--- src/rtl/core/pbpl_pkg.sv ---
`default_nettype none

package pbpl_pkg;

  localparam int unsigned ByteW  = 8;
  localparam int unsigned SampW  = 16;
  localparam int unsigned LevelW = 14;
  localparam int unsigned RbW    = 4;
  localparam int unsigned RangeW = 16;
  localparam int unsigned CfgIdxW = 2;

  localparam logic [SampW-1:0] SignFlip = 16'h8000;

  // configuration register indexes
  localparam logic [CfgIdxW-1:0] CfgWideSamples = 2'd0;
  localparam logic [CfgIdxW-1:0] CfgStereo      = 2'd1;
  localparam logic [CfgIdxW-1:0] CfgPwmRange    = 2'd2;

  typedef struct packed {
    logic             wide_samples;
    logic             stereo;
    logic [RbW-1:0]   res_bits;
  } cfg_t;

  typedef struct packed {
    logic [1:0]        byte_phase;
    logic [ByteW-1:0]  low_byte_hold;
    logic [LevelW-1:0] first_channel_level;
  } frame_state_t;

  // resolution bits from the pwm period count
  function automatic logic [RbW-1:0] res_bits_of(input logic [RangeW-1:0] range);
    logic [RbW-1:0] rb;
    rb = RbW'(1);
    for (int i = 2; i < RangeW - 1; i++) begin
      if (range[i]) begin
        rb = RbW'(i);
      end
    end
    if (range[RangeW-1]) begin
      rb = '0;
    end
    return rb;
  endfunction

endpackage

`default_nettype wire

--- src/rtl/core/pbpl_step.sv ---
`default_nettype none

module pbpl_step (
  input  wire  pbpl_pkg::cfg_t                   cfg_i,
  input  wire  pbpl_pkg::frame_state_t           state_i,
  input  wire  logic [pbpl_pkg::ByteW-1:0]       data_byte_i,
  input  wire  logic                             last_byte_i,
  output pbpl_pkg::frame_state_t                 state_o,
  output logic                                   emit_o,
  output logic [pbpl_pkg::LevelW-1:0]            left_o,
  output logic [pbpl_pkg::LevelW-1:0]            right_o
);

  logic [pbpl_pkg::SampW-1:0]  sample;
  logic [4:0]                  shamt;
  logic [pbpl_pkg::SampW-1:0]  shifted;
  logic [pbpl_pkg::LevelW-1:0] level;
  logic                        have_sample;
  logic                        channel;
  logic [1:0]                  phase_inc;

  // 8-bit samples sit in the top byte so one right shift covers both widths
  always_comb begin
    if (cfg_i.wide_samples) begin
      sample = {data_byte_i, state_i.low_byte_hold} + pbpl_pkg::SignFlip;
    end else begin
      sample = {data_byte_i, 8'h00};
    end
    shamt   = 5'd16 - {1'b0, cfg_i.res_bits};
    shifted = sample >> shamt;
    level   = shifted[pbpl_pkg::LevelW-1:0];
  end

  always_comb begin
    phase_inc   = state_i.byte_phase + 2'd1;
    state_o     = state_i;
    emit_o      = 1'b0;
    left_o      = level;
    right_o     = level;
    have_sample = 1'b1;
    channel     = 1'b0;

    if (cfg_i.wide_samples) begin
      channel = state_i.byte_phase[1];
      if (!state_i.byte_phase[0]) begin
        state_o.low_byte_hold = data_byte_i;
        state_o.byte_phase    = phase_inc;
        have_sample           = 1'b0;
      end
    end else begin
      channel = |state_i.byte_phase;
    end

    if (have_sample) begin
      if (!cfg_i.stereo) begin
        emit_o             = 1'b1;
        state_o.byte_phase = 2'd0;
      end else if (channel) begin
        emit_o             = 1'b1;
        left_o             = state_i.first_channel_level;
        state_o.byte_phase = 2'd0;
      end else begin
        state_o.first_channel_level = level;
        state_o.byte_phase          = phase_inc;
      end
    end

    if (last_byte_i) begin
      state_o.byte_phase = 2'd0;
    end
  end

endmodule

`default_nettype wire

--- src/rtl/core/pcm_bytes_to_pwm_levels.sv ---
// PCM byte stream to PWM level pairs. One raw byte is taken per beat on the
// input channel (valid/stall) and one left/right level pair is delivered per
// completed frame on the output channel: every byte in 8-bit mono, every
// second byte in 8-bit stereo or 16-bit mono, every fourth in 16-bit stereo.
// The block sustains one byte per clock except while a byte that finishes a
// frame waits for the output register; a byte goes into the input register,
// then its result into the output register. Bytes that finish no frame keep
// flowing while a result waits in the output register; a byte that finishes
// a frame waits only for the output register to free. Configuration is a
// plain write port (index 0: wide_samples, 1: stereo, 2: pwm_range); the
// resolution is derived from pwm_range when it is written. A byte with
// last_byte set drops any partial frame after it is used.
`default_nettype none

module pcm_bytes_to_pwm_levels (
  input  wire  logic                                clk_i,
  input  wire  logic                                rst_ni,
  // configuration writes
  input  wire  logic                                cfg_we_i,
  input  wire  logic [pbpl_pkg::CfgIdxW-1:0]        cfg_idx_i,
  input  wire  logic [pbpl_pkg::RangeW-1:0]         cfg_data_i,
  // byte input channel
  input  wire  logic                                in_valid_i,
  output logic                                      in_stall_o,
  input  wire  logic [pbpl_pkg::ByteW-1:0]          data_byte_i,
  input  wire  logic                                last_byte_i,
  // level output channel
  output logic                                      out_valid_o,
  input  wire  logic                                out_stall_i,
  output logic [pbpl_pkg::LevelW-1:0]               left_level_o,
  output logic [pbpl_pkg::LevelW-1:0]               right_level_o
);

  pbpl_pkg::cfg_t         cfg_q;
  pbpl_pkg::frame_state_t state_q, state_d;

  // input register
  logic                         in_vld_q;
  logic [pbpl_pkg::ByteW-1:0]   byte_q;
  logic                         last_q;

  // output register
  logic                         out_vld_q;
  logic [pbpl_pkg::LevelW-1:0]  left_q, right_q;

  logic                         emit;
  logic [pbpl_pkg::LevelW-1:0]  left_d, right_d;
  logic                         out_free;
  logic                         advance;
  logic                         accept;

  // configuration registers, the range is kept as resolution bits
  always_ff @(posedge clk_i or negedge rst_ni) begin
    if (!rst_ni) begin
      cfg_q.wide_samples <= 1'b0;
      cfg_q.stereo       <= 1'b0;
      cfg_q.res_bits     <= pbpl_pkg::res_bits_of('0);
    end else if (cfg_we_i) begin
      unique case (cfg_idx_i)
        pbpl_pkg::CfgWideSamples: cfg_q.wide_samples <= cfg_data_i[0];
        pbpl_pkg::CfgStereo:      cfg_q.stereo       <= cfg_data_i[0];
        pbpl_pkg::CfgPwmRange:    cfg_q.res_bits     <= pbpl_pkg::res_bits_of(cfg_data_i);
        default: ;
      endcase
    end
  end

  // frame assembly and scaling for the byte in the input register
  pbpl_step u_step (
    .cfg_i       (cfg_q),
    .state_i     (state_q),
    .data_byte_i (byte_q),
    .last_byte_i (last_q),
    .state_o     (state_d),
    .emit_o      (emit),
    .left_o      (left_d),
    .right_o     (right_d)
  );

  // the output register frees when empty or when its beat is taken
  assign out_free   = !out_vld_q || !out_stall_i;
  // a byte that completes no frame never waits for the output side
  assign advance    = in_vld_q && (!emit || out_free);
  assign in_stall_o = in_vld_q && !advance;
  assign accept     = in_valid_i && !in_stall_o;

  always_ff @(posedge clk_i or negedge rst_ni) begin
    if (!rst_ni) begin
      in_vld_q <= 1'b0;
    end else if (accept) begin
      in_vld_q <= 1'b1;
    end else if (advance) begin
      in_vld_q <= 1'b0;
    end
  end

  always_ff @(posedge clk_i) begin
    if (accept) begin
      byte_q <= data_byte_i;
      last_q <= last_byte_i;
    end
  end

  // frame state moves only when the held byte is consumed
  always_ff @(posedge clk_i or negedge rst_ni) begin
    if (!rst_ni) begin
      state_q <= '0;
    end else if (advance) begin
      state_q <= state_d;
    end
  end

  always_ff @(posedge clk_i or negedge rst_ni) begin
    if (!rst_ni) begin
      out_vld_q <= 1'b0;
    end else if (advance && emit) begin
      out_vld_q <= 1'b1;
    end else if (!out_stall_i) begin
      out_vld_q <= 1'b0;
    end
  end

  always_ff @(posedge clk_i) begin
    if (advance && emit) begin
      left_q  <= left_d;
      right_q <= right_d;
    end
  end

  assign out_valid_o   = out_vld_q;
  assign left_level_o  = left_q;
  assign right_level_o = right_q;

endmodule

`default_nettype wire

--- config.mk ---
export PLATFORM = sky130hd
export DESIGN_NAME = pcm_bytes_to_pwm_levels
export DESIGN_NICKNAME = d
export VERILOG_FILES = /design/src/rtl/core/pbpl_pkg.sv /design/src/rtl/core/pbpl_step.sv /design/src/rtl/core/pcm_bytes_to_pwm_levels.sv
export SDC_FILE = /design/constraint.sdc
export NUM_CORES = 1
export LEC_CHECK = 0
export BUFFER_PORTS_ARGS = -buffer_cell sky130_fd_sc_hd__buf_2
export CORE_UTILIZATION = 51
export DETAILED_ROUTE_END_ITERATION = 12
export MAX_ROUTING_LAYER = met4
export PLACE_DENSITY_LB_ADDON = 0.2
export SLEW_MARGIN = 0
export SYNTH_ARGS = -nofsm -noshare
export SYNTH_HDL_FRONTEND = slang
export SYNTH_HIERARCHICAL = 1
export SYNTH_SLANG_ARGS = --single-unit
--- constraint.sdc ---
create_clock -name clk_i -period 2.72 [get_ports clk_i]
set_input_delay 0.544 -clock clk_i [delete_from_list [all_inputs] [get_ports clk_i]]
set_output_delay 0.544 -clock clk_i [all_outputs]
set_load 0.01 [all_outputs]
Word-level counts from Yosys, hierarchy flattened --
Index checks and enable logic that the tools add are counted. Widths: inputs -> output; s select.
Cells by class: add/subtract/negate cells 3, equal/unequal tests 4, shift-type cells 1, muxes and demuxes 34, bitwise operators 1, reductions and logical operators 22
Operator list (count):
- $mux 4 | 13
- $mux 14 | 3
- $mux 10 | 2
- $add 16x16->16 const B | 1
- $mux 16 | 1
- $shr 16x5->14 | 1
- $mux 1 | 10
- $mux 2 | 5
- $reduce_and 3->1 | 3
- $reduce_and 2->1 | 4
- $logic_not 1->1 | 5
- $sub 5x4->5 const A | 1
- $logic_and 1x1->1 | 4
- $ne 3x1->1 const B | 1
- $reduce_bool 3->1 | 1
- $add 2x1->2 const B | 1
- $eq 2x1->1 const B | 1
- $eq 2x2->1 const B | 1
- $logic_not 2->1 | 1
- $logic_or 1x1->1 | 2
- $ne 2x1->1 const B | 1
- $reduce_bool 2->1 | 1
- $reduce_or 2->1 | 1
- $not 1->1 | 1
Word-level totals: bits in registers 69

Longest topological paths before layout --
depth in word-level cells 14, mapped depth 11, depth with buffers taken out 8

Cells and area by module --
Netlist, hierarchy kept.
Modules (own cells, without submodules):
- pcm_bytes_to_pwm_levels | times used 1, cells each 135, area an instance 2473.6 um2, sequential area each 1913.1 um2
- pbpl_step | times used 1, cells each 154, area an instance 1312.5 um2, sequential area each 0.0 um2

Least setup slack after synthesis --
No wires, ideal clock.
kind reg-to-reg, start point register cfg_q[0] (netlist name), end point register state_q[7] (netlist name), setup time 125 ps, arrival 2582 ps, path slack 13 ps, stages on the path, launching flop included 11, path through dfstp_2 buf_4 inv_1 ha_1 buf_2 mux4_2 and2_1 a211oi_2 a21oi_2 mux2_2 mux2_2
Between the ends: cells in the longest elaborated chain, start to end 3
RTL lines:
- from (decl) | line pcm_bytes_to_pwm_levels.sv:34 | pbpl_pkg::cfg_t cfg_q;
- $sub 5x4->5 | line pbpl_step.sv:29 | shamt = 5'd16 - {1'b0, cfg_i.res_bits};
- $shr 16x5->14 | line pbpl_step.sv:30 | shifted = sample >> shamt;
- net right_d, one bit | line pcm_bytes_to_pwm_levels.sv:47 | logic [pbpl_pkg::LevelW-1:0] left_d, right_d;
- $mux 14
- to (signal assigned) | line pcm_bytes_to_pwm_levels.sv:109 | state_q <= state_d;
- to (decl) | line pcm_bytes_to_pwm_levels.sv:35 | pbpl_pkg::frame_state_t state_q, state_d;
The timed path passes the listed nets, and every way through them passes these cells. A chain may end at the register's enable or synchronous reset.

Final worst setup path --
start point register cfg_q[0] (netlist name), end point register state_q[0] (netlist name)
Same word-level chain as after synthesis.

==> impl_metrics.env <==
export IMPL_cts_max_path_buffers=2
export IMPL_grt_max_degree=33
export IMPL_cp_cell_sequence="inv_1, ha_4, buf_4, inv_1, a211oi_2, buf_4, o31a_1, o22ai_1, mux2_2, mux2_2"
export IMPL_initial_core_util=0.525
export IMPL_p_sw_frac=0.333
export IMPL_internal_power_w=0.00278
export IMPL_slew_headroom=0.513
export IMPL_seq_area_frac_synth=0.505
export IMPL_n_fill_cell=636
export IMPL_setup_viol_count_final=0
export IMPL_routed_wirelength_microns=6730
export IMPL_max_stage_delay_ns=0.53
export IMPL_tns_ns=0
export IMPL_crit_fanout=8
export IMPL_wl_per_cell_microns=14.6
export IMPL_cp_num_buf_inv=4
export IMPL_cts_tree="yes"
export IMPL_yosys_warnings=6
export IMPL_cp_data_required_time_ns=2.95
export IMPL_powerDensity_nw_per_um2=946
export IMPL_slowest_stage="dfstp_2"
export IMPL_first_pass_iters=4
export IMPL_grt_pass1_wl_microns=11100
export IMPL_drive_above_1_share=0.446
export IMPL_path_clk_slew_ns=0.07
export IMPL_die_y_microns=88.2
export IMPL_worst_slack_ns=0.191
export IMPL_drv_cap=0
export IMPL_clock_sinks=69
export IMPL_root_buffer="clkbuf_8"
export IMPL_grt_ovfl_total=0
export IMPL_multi_input_area_sq_um=1790
export IMPL_seqCellArea_sq_um=1910
export IMPL_dp_hpwl_microns=4800
export IMPL_grt_pass1_vias=2286
export IMPL_syn_area_sq_um=3790
export IMPL_detail_route_vias_per_cell=5.51
export IMPL_synth_flop_cell="edfxtp_1"
export IMPL_power_leakage_nw=1.83
export IMPL_syn_to_final_growth_pct=16.4
export IMPL_drc=0
export IMPL_period_share=0.930
export IMPL_drt_iter0_drc=75
export IMPL_dpl_worst_slack_ns=0.0785
export IMPL_antenna_found_initial=0
export IMPL_ys_seq_elements=69
export IMPL_p_sw_w=0.00139
export IMPL_critical_path_top_delay_family="compound AO/OA/AOI/OAI gates"
export IMPL_portBuffers=60
export IMPL_tightest_slew_ns=0.731
export IMPL_syn_instance_count=289
export IMPL_worst_hold_path_type="in2async"
export IMPL_fmax_ghz=0.395
export IMPL_clk_latency_ns=0.34
export IMPL_period_minus_slack_ns=2.53
export IMPL_h_tree_depth=3
export IMPL_core_sq_um=7210
export IMPL_worst_setup_path_type="reg2reg"
export IMPL_fin_nets=392
export IMPL_endpoint_kind="flop"
export IMPL_cp_arrival_ns=2.76
export IMPL_design_die_area_sq_um=7770
export IMPL_synth_cell_types=60
export IMPL_status="completed"
export IMPL_ir_worst_vdd_v=0.000434
export IMPL_pwr_share_seq=0.405
export IMPL_holdWs_ns=0.258
export IMPL_die_w_microns=88.2
export IMPL_layoutNonFillerInstCount=460
export IMPL_synth_nets=325
export IMPL_hold_viol_final=0
export IMPL_cts_made_buffers=9
export IMPL_placedCellCount=444
export IMPL_synth_edf_count=37
export IMPL_cts_setup_buffers=0
export IMPL_gp_congestion=0.833
export IMPL_ios=62
export IMPL_grt_setup_unrepaired="false"
export IMPL_startpoint_type="flop"
export IMPL_antenna_cells=0
export IMPL_p_clk_frac=0.187
export IMPL_ys_async_sr_fraction=0.464
export IMPL_dpl_cell_area_sq_um=4190
export IMPL_grtUsageTotal=0.197
export IMPL_slew_violations=0
export IMPL_mostFrequentLayoutCells="mux2_2, buf_2, edfxtp_1"
export IMPL_antenna_left=0
export IMPL_fin_area_sq_um=4410
export IMPL_num_vias=2536
export IMPL_finalClockSkew_ns=0.00869
export IMPL_syn_area_per_cell_sq_um=13.1
export IMPL_combPwrFrac=0.408
export IMPL_placementRows=31
-- timing repair --
item	CTS	global route
setup endpoints to repair	0	4
hold buffers	0	0
resized for setup	0	5
-- sequential cells by signal, summed over array words and instances (netlist names) --
| register | cells |
|---|---|
| out_valid_o | 1 |
| right_level_o | 14 |
| last_q | 1 |
| state_q | 24 |
| cfg_q | 6 |
| byte_q | 8 |
| left_level_o | 14 |
| in_vld_q | 1 |
-- synthesized netlist by cell type, drive strengths merged (4+ instances only) --
| library cell | instances | area (sq um) |
|---|---|---|
| nand2b | 5 | 31.3 |
| nand2 | 14 | 55.1 |
| inv | 8 | 30.0 |
| edfxtp | 37 | 1110 |
| ha | 4 | 50.1 |
| o22ai | 6 | 37.5 |
| mux2 | 63 | 709 |
| nor2 | 12 | 45.0 |
| a21oi | 8 | 43.8 |
| a211oi | 6 | 50.1 |
| and2 | 5 | 31.3 |
| buf | 11 | 76.3 |
| mux2i | 12 | 124 |
| mux4 | 5 | 113 |
| nor3 | 6 | 35.0 |
| dfrtp | 31 | 776 |
-- per-layer routing --
metal / part of all wire / wire (microns) / track usage
met1: 0.46 / 3100 / 0.246
met2: 0.49 / 3290 / 0.316
met3: 0.036 / 240 / 0.0481
met4: 0.014 / 93 / 0.0616
met5: 0 / 0 / -
-- logic make-up after synthesis --
group | Yosys count | synth area share
flip-flops | 69 | 0.505
multiplexers | 80 | 0.250
buffers and inverters | 21 | 0.0301
adder cells (fa/ha/maj) | 4 | 0.0132
AO/OA/AOI/OAI | 50 | 0.0968
AND/OR/NAND/NOR | 61 | 0.0935
XOR/XNOR | 4 | 0.0112
-- per-stage QoR --
| stage | utilization | power, W |
|---|---|---|
| 3_5_place_dp | 0.581 | 0.00338 |
| 5_1_grt | 0.611 | 0.00445 |
| 6_report | 0.611 | 0.00417 |
| 4_1_cts | 0.607 | 0.00417 |
| 2_1_floorplan | - | 0.00296 |
| 3_3_place_gp | 0.581 | 0.00333 |
-- area by class of cell --
| cell class | count | area share |
|---|---|---|
| clock inverter | 5 | 0.0116 |
| inverter | 8 | 0.00681 |
| timing repair buffer | 69 | 0.0835 |
| clock buffer | 11 | 0.0298 |
| multi-input combinational | 199 | 0.406 |
| tap | 99 | 0.0281 |
| sequential | 69 | 0.434 |
-- path summary, 6_finish.rpt --
| check | startpoint | to | slack, ns | depth (start not counted) |
|---|---|---|---|---|
| max in group asynchronous | rst_ni | state_q[8]$_DFFE_PN0P_ | 1.98 | 1 |
| max | cfg_q[0]$_DFFE_PN1P_ | state_q[0]$_DFFE_PN0P_ | 0.19 | 10 |
| max reg2reg | cfg_q[0]$_DFFE_PN1P_ | state_q[0]$_DFFE_PN0P_ | 0.19 | 10 |
| min reg2reg | state_q[4]$_DFFE_PN0P_ | state_q[4]$_DFFE_PN0P_ | 0.51 | 1 |
| min in group clk_i | last_byte_i | last_q$_DFFE_PP_ | 0.38 | 1 |
| min | rst_ni | state_q[22]$_DFFE_PN0P_ | 0.26 | 1 |
-- power by group through the flow --
stage	combinational (W)	clock (W)	sequential [W]
after floorplan	0.00122	0	0.00173
after CTS	0.00169	0.000796	0.00169
after global placement	0.00164	0	0.00169
final	0.00170	0.000780	0.00169
after detailed placement	0.00167	0	0.00171
after global routing	0.00187	0.000839	0.00174
(Power assumes the default switching activity.)
